### src/far_pkg.sv
`timescale 1ns / 1ps
package far_pkg;
  localparam int unsigned DefOperandWidth = 16;
  localparam int unsigned ResWidth = 32;

  typedef enum logic [2:0] {
    MODE_SUB = 3'd0,
    MODE_MUL = 3'd1,
    MODE_DIV = 3'd2,
    MODE_INC = 3'd3,
    MODE_DEC = 3'd4,
    MODE_RED = 3'd5
  } mode_t;

  localparam logic [0:0] ADDR_REDUCE_ENABLE = 1'b0;

  typedef struct packed {
    logic [ResWidth-1:0] num;
    logic [ResWidth-1:0] den;
    logic                bad;
    logic                reduce;
  } work_t;

  function automatic logic [ResWidth-1:0] mag(input logic [ResWidth-1:0] v);
    mag = v[ResWidth-1] ? (~v + 1'b1) : v;
  endfunction
endpackage

### src/far_back.sv
`timescale 1ns / 1ps
module far_back import far_pkg::*; (
  input  logic                clk,
  input  logic                rst,
  input  logic                wv,
  input  work_t               wd,
  output logic                wr,
  output logic                empty,
  input  logic                pop,
  output logic [ResWidth-1:0] res_num,
  output logic [ResWidth-1:0] res_den,
  output logic                status
);
  localparam int unsigned CntW = $clog2(ResWidth + 1);
  localparam int unsigned ShfW = $clog2(ResWidth);

  typedef enum logic [2:0] {S_IDLE, S_GCD, S_DIV1, S_DIV2, S_OUT} state_t;
  state_t state;
  logic [ResWidth-1:0] x, y, g, gfin, rem, quo, dvd, vnum, vden, qn;
  logic [ResWidth:0] sub;
  logic [CntW-1:0] cnt;
  logic [ShfW-1:0] shf;

  assign wr = (state == S_IDLE);
  assign empty = (state != S_OUT);
  assign gfin = (x | y) << shf;
  assign sub = {1'b0, rem[ResWidth-2:0], dvd[ResWidth-1]} - {1'b0, g};
  assign qn = {quo[ResWidth-2:0], ~sub[ResWidth]};

  always_ff @(posedge clk) begin
    if (rst) begin
      state <= S_IDLE;
    end else begin
      unique case (state)
        S_IDLE: if (wv) begin
          vnum <= wd.num;
          vden <= wd.den;
          status <= wd.bad;
          x <= mag(wd.num);
          y <= mag(wd.den);
          shf <= '0;
          state <= (wd.bad || !wd.reduce) ? S_OUT : S_GCD;
        end
        S_GCD: begin
          if (x == '0 || y == '0) begin
            g <= gfin;
            state <= (gfin > ResWidth'(1)) ? S_DIV1 : S_OUT;
            res_num <= vnum;
            res_den <= vden;
            rem <= '0;
            quo <= '0;
            dvd <= mag(vnum);
            cnt <= '0;
          end else if (!x[0] && !y[0]) begin
            x <= x >> 1;
            y <= y >> 1;
            shf <= shf + 1'b1;
          end else if (!x[0]) begin
            x <= x >> 1;
          end else if (!y[0]) begin
            y <= y >> 1;
          end else if (x >= y) begin
            x <= (x - y) >> 1;
          end else begin
            y <= (y - x) >> 1;
          end
        end
        S_DIV1, S_DIV2: begin
          if (cnt == CntW'(ResWidth - 1)) begin
            cnt <= '0;
            rem <= '0;
            quo <= '0;
            if (state == S_DIV1) begin
              res_num <= vnum[ResWidth-1] ? (~qn + 1'b1) : qn;
              dvd <= mag(vden);
              state <= S_DIV2;
            end else begin
              res_den <= vden[ResWidth-1] ? (~qn + 1'b1) : qn;
              state <= S_OUT;
            end
          end else begin
            rem <= sub[ResWidth] ? {rem[ResWidth-2:0], dvd[ResWidth-1]} : sub[ResWidth-1:0];
            dvd <= dvd << 1;
            quo <= qn;
            cnt <= cnt + 1'b1;
          end
        end
        S_OUT: if (pop) state <= S_IDLE;
        default: state <= S_IDLE;
      endcase
      if (state == S_IDLE && wv) begin
        res_num <= wd.num;
        res_den <= wd.den;
      end
    end
  end

  a_status: assert property (@(posedge clk) disable iff (rst)
    (!empty && status) |-> (res_den == vden)) else $error("bad item altered");
  a_hold: assert property (@(posedge clk) disable iff (rst)
    (!empty && !pop) |=> (!empty && $stable(res_num) && $stable(res_den)))
    else $error("result moved");
  a_wr: assert property (@(posedge clk) disable iff (rst)
    (wr && wv) |=> !wr) else $error("back took two");
endmodule

### config.mk
export PLATFORM = sky130hd
export DESIGN_NAME = far_back
export DESIGN_NICKNAME = d
export VERILOG_FILES = /design/src/far_pkg.sv /design/src/far_back.sv
export SDC_FILE = /design/constraint.sdc
export NUM_CORES = 1
export LEC_CHECK = 0
export BUFFER_PORTS_ARGS = -buffer_cell sky130_fd_sc_hd__buf_2
export CAP_MARGIN = 20
export CELL_PAD_IN_SITES_DETAIL_PLACEMENT = 1
export CELL_PAD_IN_SITES_GLOBAL_PLACEMENT = 2
export CORE_ASPECT_RATIO = 0.8
export CORE_MARGIN = 8
export CORE_UTILIZATION = 30
export DETAILED_ROUTE_END_ITERATION = 7
export PLACE_DENSITY_LB_ADDON = 0.25
export SYNTH_ARGS = -nofsm -noshare
export SYNTH_HDL_FRONTEND = slang
export SYNTH_SLANG_ARGS = --single-unit
### constraint.sdc
create_clock -name clk -period 11.45 [get_ports clk]
set_input_delay 1.7175 -clock clk [delete_from_list [all_inputs] [get_ports clk]]
set_output_delay 1.7175 -clock clk [all_outputs]
set_load 0.1 [all_outputs]
Word-level counts from Yosys, hierarchy flattened:

Cells that the tools add are included.

* register bits after elaboration: 333
* latch bits: 0
* memory bits (writable): 0
* ROM bits: 0
* input bits: 70
* output and inout bits: 67
* word-level logic and storage cells: 139
* memories kept: 0

* $add $sub $neg: 10
* $mul: 0
* divide/modulo/power cells: 0
* magnitude comparators: 2
* eq/ne operators: 21
* shifts and indexed selects: 1
* multiplexer cells: 55
* bitwise logic cells: 8
* reduce and logical (&&, ||, !) cells: 26

Operator list (number)
* $mux 32: 29
* $pmux 32 s2: 5
* $add 32x1->32 const B: 5
* $not 32->32: 5
* $mux 31: 4
* $pmux 31 s2: 2
* $logic_not 32->1: 2
* $sub 32x32->32: 2
* $sub 32x32->33: 1
* $ge 32x32->1: 1
* $gt 32x1->1 const B: 1
* $or 32x32->32: 1
* $shl 32x5->32: 1
* $mux 3: 7
* $ne 3x3->1 const B: 7
* $reduce_and 5->1: 4
* $mux 5: 3
* $mux 6: 2
* $ne 2x2->1 const B: 6
* $ne 4x4->1 const B: 3
* $pmux 3 s4: 1
* $pmux 6 s2: 1
* $reduce_and 4->1: 3
* $reduce_and 6->1: 2
* other kinds (16): 25

Depth between registers and ports, before layout:

* depth in word-level cells: 9
* gate-level depth with buffers: 23
* gate-level depth less buffers: 20

Worst setup path before layout:

OpenSTA, ideal clock, no wires.

* path type: register to register
* start: register state[2]
* end: register res_num[0] (enable)
* library setup time: 432 ps
* arrival time: 7829 ps
* required time: 11018 ps
* path slack: 3189 ps
* cell stages (with the launch flop): 8
* path buffers: 2
* period minus slack after synthesis: 8261 ps
* cell sequence: dfxtp_1 -> clkbuf_1 -> nor3_1 -> nand2_1 -> clkbuf_1 -> nor2_1 -> a21oi_1 -> a21oi_1

* word-level cells in the longest chain between the ends: 4
* elaborated cells on any way between the ends: 11
* those cells by class: eq/ne: 6; reduce/logical: 5

RTL lines
* start: declaration: line far_back.sv:18 `state_t state;`
* start signal: assignment: line far_back.sv:42 `state <= (wd.bad || !wd.reduce) ? S_OUT : S_GCD;`
* start signal: assignment: line far_back.sv:47 `state <= (gfin > ResWidth'(1)) ? S_DIV1 : S_OUT;`
* $logic_not 3->1 *
* net wr: line far_back.sv:7 `output logic wr,`
* $logic_and 1x1->1 *: line far_back.sv:91 `if (state == S_IDLE && wv) begin`
* $ne 3x3->1 (no line) or $reduce_bool 3->1 (tied branches)
* $reduce_and 5->1 (no line) *
* end signal: assignment: line far_back.sv:48 `res_num <= vnum;`
* end signal: assignment: line far_back.sv:74 `res_num <= vnum[ResWidth-1] ? (~qn + 1'b1) : qn;`
* end signal: assignment: line far_back.sv:92 `res_num <= wd.num;`
* end: declaration: line far_back.sv:10 `output logic [ResWidth-1:0] res_num,`

Mark *: on every way through the listed nets, which the timed path passes. The rest lies on a longest branch.
A chain may end at the register's enable or synchronous reset.

Worst setup path after layout:

* start: register dvd[31]
* end: register res_num[30], data pin

* word-level cells in the longest chain between the ends: 9

RTL lines
* start: declaration: line far_back.sv:19 `logic [ResWidth-1:0] x, y, g, gfin, rem, quo, dvd, vnum, vden, qn;`
* start signal: assignment: line far_back.sv:52 `dvd <= mag(vnum);`
* start signal: assignment: line far_back.sv:75 `dvd <= mag(vden);`
* start signal: assignment: line far_back.sv:83 `dvd <= dvd << 1;`
* $sub 32x32->33: line far_back.sv:27 `assign sub = {1'b0, rem[ResWidth-2:0], dvd[ResWidth-1]} - {1'b0, g};`
* $not 1->1: line far_back.sv:28 `assign qn = {quo[ResWidth-2:0], ~sub[ResWidth]};`
* $not 32->32: line far_back.sv:74
* $add 32x1->32: line far_back.sv:74
* $mux 32: line far_back.sv:74
* $mux 32: line far_back.sv:73 `if (state == S_DIV1) begin`
* $mux 32: line far_back.sv:69 `if (cnt == CntW'(ResWidth - 1)) begin`
* $pmux 32 s2: line far_back.sv:34 `unique case (state)`
* $mux 32: line far_back.sv:91

No other way between the ends. The select of a mux whose other input is x is not followed.

==> run metrics <==
Yosys reg bits 333; max-cap check violation count 0; fin area 28,600 um^2; initial DRC count ~2.3k; RSZ-0062 raised after global routing no; grt ovf 0; Setup crit start kind flop; largest net degree at the start of global routing 87; Pleak 10.7 nW; WL per Instance 28.4 um; Worst Min Path Start dvd[5]; Final Setup Violations 0; Most used DFF post-synth edfxtp_1; Synth top area share roughly 39%; Avg Cell Area, Syn approximately 9.4 um^2; gr usage total 22.5%; FFs w/ async S/R, synth 0%; CTS max path bufs 3; final hold vios 0; Num CTS Buffers 42; CP cell instances inv_1, ha_1, fa_1, nand2b_1, a21oi_1, o311ai_0, a21oi_1, o21ai_1, nand4_1, a21o_1, clkinv_1, ha_1, nand3b_1, or3_1, or3_1, or3_4, nor3_2, xor2_1, nor2_1, a221o_1; Sink Count 333; CTS Root Cell clkbuf_16; Clock Skew 0.0362 ns; die area 94,300 um^2; switch share about half; vias in the first global route ~22k; Hold Crit Class reg2reg; CTS tree done; DR DRC count 0; # Post-CTS Setup Buffers 0; share of layout cells above drive strength 1 around an eighth; Initial DRT Pass Iterations 7; Synth Instances 2,706; antenna-violating nets left 0; Power Internal 3.51 mW; Max IR drop VDD 0.136 mV; Area after DPL 27,200 um^2; Top Ports 137; number of synthesized flops with an enable pin 330; switching pwr 3.38 mW; Netlist Area Pre-Place 25,400 um^2; IO Port Bufs ~140; top cells by area, synth edfxtp_1, ha_1, xor2_1, a21oi_1, o21ai_0; status completed; CP Launch Point dvd[31]; first-pass GRT wire length 161,000 um; max incr delay on CP roughly 0.68 ns; Layout Area Growth over Synthesis 12.6%; Ys Warns 0; Die Width 341 um; Rel. slew slack 29.0%; Final period util 50.2%; leading cell type in the layout, fill and taps excluded edfxtp_1; Setup TNS 0 ns; Crit path buffers/inverters 2; Netlist cell types 80; FF-to-FF Start dvd[31]; nets 2,976; CP required around 12 ns; detailed placement HPWL 84,500 um; CP endpoint kind flop; PwrDens 241 nW/um^2; fin crit period 5.75 ns; fill count 9,665; antenna violations before repair 6; Initial Utilization between 30% and 40%; delay-heaviest family, CP simple AND/OR/NAND/NOR gates; Vias/cell 5.85; CTS Hold Buffers Added 0; Synthesized Nets roughly 2.9k; core area 83,900 um^2; Slew @ Worst Pin 1.05 ns; clock transition at the registers of the reported paths 0.06 ns; WL final 111,000 um; Rows 95; routability cong. between 0.9 and 1; crit path max fanout 9; crit path DAT 6.10 ns; cell taking the most area after synthesis edfxtp_1; via count 22.8k; Crit Path Category reg2reg; slowest library cell on the worst path o311ai_0; depth of the CTS H-tree 2; clock latency on the worst-skew pair a little over 0.6 ns; cts repair resizes 0; most frequent cells in the layout edfxtp_1, a21oi_1, nand2_1; Seq/Total Area, Yosys 39.3%; Comb pwr share 49.7%; clock group share of total power 20.8%; fmax 174 MHz; WHS 0.590 ns; Reg power frac between 20 and 30%; max-slew violation count 0; die height around 280 um
-- per-layer routing --
| layer | vias up | share of wire, % | wire length, um | global-route usage, % |
|---|---|---|---|---|
| li1 | 10200 | - | - | - |
| met1 | 11700 | 49 | 54200 | 35.1 |
| met2 | 896 | 40 | 44600 | 31.2 |
| met3 | 108 | 8.8 | 9750 | 4.93 |
| met4 | 4 | 2.0 | 2160 | 4.63 |
| met5 | - | 0.024 | 27 | 0 |
-- cell usage after synthesis (all sizes together) (7+ instances only) --
cell      n
edfxtp  330
a21oi   223
nand2   217
nor2    205
o21ai   185
inv     153
ha      149
xor2    149
clkbuf  136
xnor2    91
nand3    61
o31ai    47
nor3     45
and3     44
mux2i    44
or3      43
o211ai   42
a221oi   39
nor4     36
buf      33
mux4     29
o41ai    27
a21o     26
nor2b    26
nand2b   23
nand4    23
or4      23
a211oi   22
o221ai   21
o21bai   19
a222oi   18
mux2     18
or2      16
o21a     15
a31oi    10
nand3b   10
o22ai    10
nor3b     9
a22oi     7
and2      7
-- sequential cells by signal, indices dropped and copies added (netlist names) --
| signal | flops |
|---|---|
| dvd | 32 |
| g | 32 |
| res_den | 32 |
| res_num | 32 |
| vden | 32 |
| vnum | 32 |
| x | 32 |
| y | 32 |
| quo | 31 |
| rem | 31 |
| cnt | 6 |
| shf | 5 |
| state | 3 |
| status | 1 |
-- kinds of logic (layout without fill, tap and decap cells) --
group / after synthesis / in the layout / synth area share (%)
AND/OR/NAND/NOR: 804 / 804 / 15.6
other: 0 / 2 / 0
AO/OA/AOI/OAI: 760 / 760 / 19.3
multiplexers: 91 / 91 / 5.10
flip-flops: 333 / 333 / 39.3
buffers and inverters: 326 / 405 / 4.87
adder cells (fa/ha/maj): 152 / 152 / 7.58
XOR/XNOR: 240 / 240 / 8.28
-- worst reg2reg max path, delay by kind of cell (launching register included) --
| kind | cells | cell delay [ns] |
|---|---|---|
| buffers and inverters | 2 | 0.13 |
| and+or+nand+nor | 8 | 2.26 |
| adders and majority gates | 3 | 0.63 |
| xor gates and xnor gates | 1 | 0.17 |
| AOI/OAI and AO/OA | 6 | 1.94 |
| DFF | 1 | 0.39 |
-- metrics by stage --
| step | worst slack [ns] | cells | total power [mW] | utilization (%) |
|---|---|---|---|---|
| floorplan | 3.19 | 2706 | 4.30 | - |
| global route | 5.16 | 3900 | 7.20 | 34.1 |
| finish | 5.70 | 3902 | 6.89 | 34.1 |
| CTS | 5.59 | 3900 | 6.88 | 34.1 |
| global placement | 5.70 | 3825 | 5.39 | 32.4 |
| detailed placement | 5.62 | 3825 | 5.42 | 32.4 |
-- final cells by class --
cell class              count  area, um^2  area share (%)
clock buffers              49        1100            3.84
well taps                1115        1400            4.88
flip-flops and latches    333        9970            34.8
multi-input cells        2047       14300            49.9
clock inverters            26         305            1.07
diodes                      2        5.00          0.0175
inverters                 157         589            2.06
repair buffers            173         958            3.35
-- worst paths after layout --
check | endpoint | slack (ns) | depth (start not counted)
worst min register to register | dvd[6] | 0.59 | 2
worst max-delay path | res_num[30] | 5.70 | 20
worst min-delay path | dvd[6] | 0.59 | 2
worst max register to register | res_num[30] | 5.70 | 20
-- power groups by stage --
stage / combinational [mW] / sequential, mW / clock, mW
floorplan: 1.80 / 2.51 / 0
global placement: 3.35 / 2.04 / 0
detailed placement: 3.38 / 2.04 / 0
CTS: 3.40 / 2.02 / 1.46
global route: 3.65 / 2.05 / 1.50
finish: 3.42 / 2.03 / 1.43
Power figures use the tool's default switching activity.
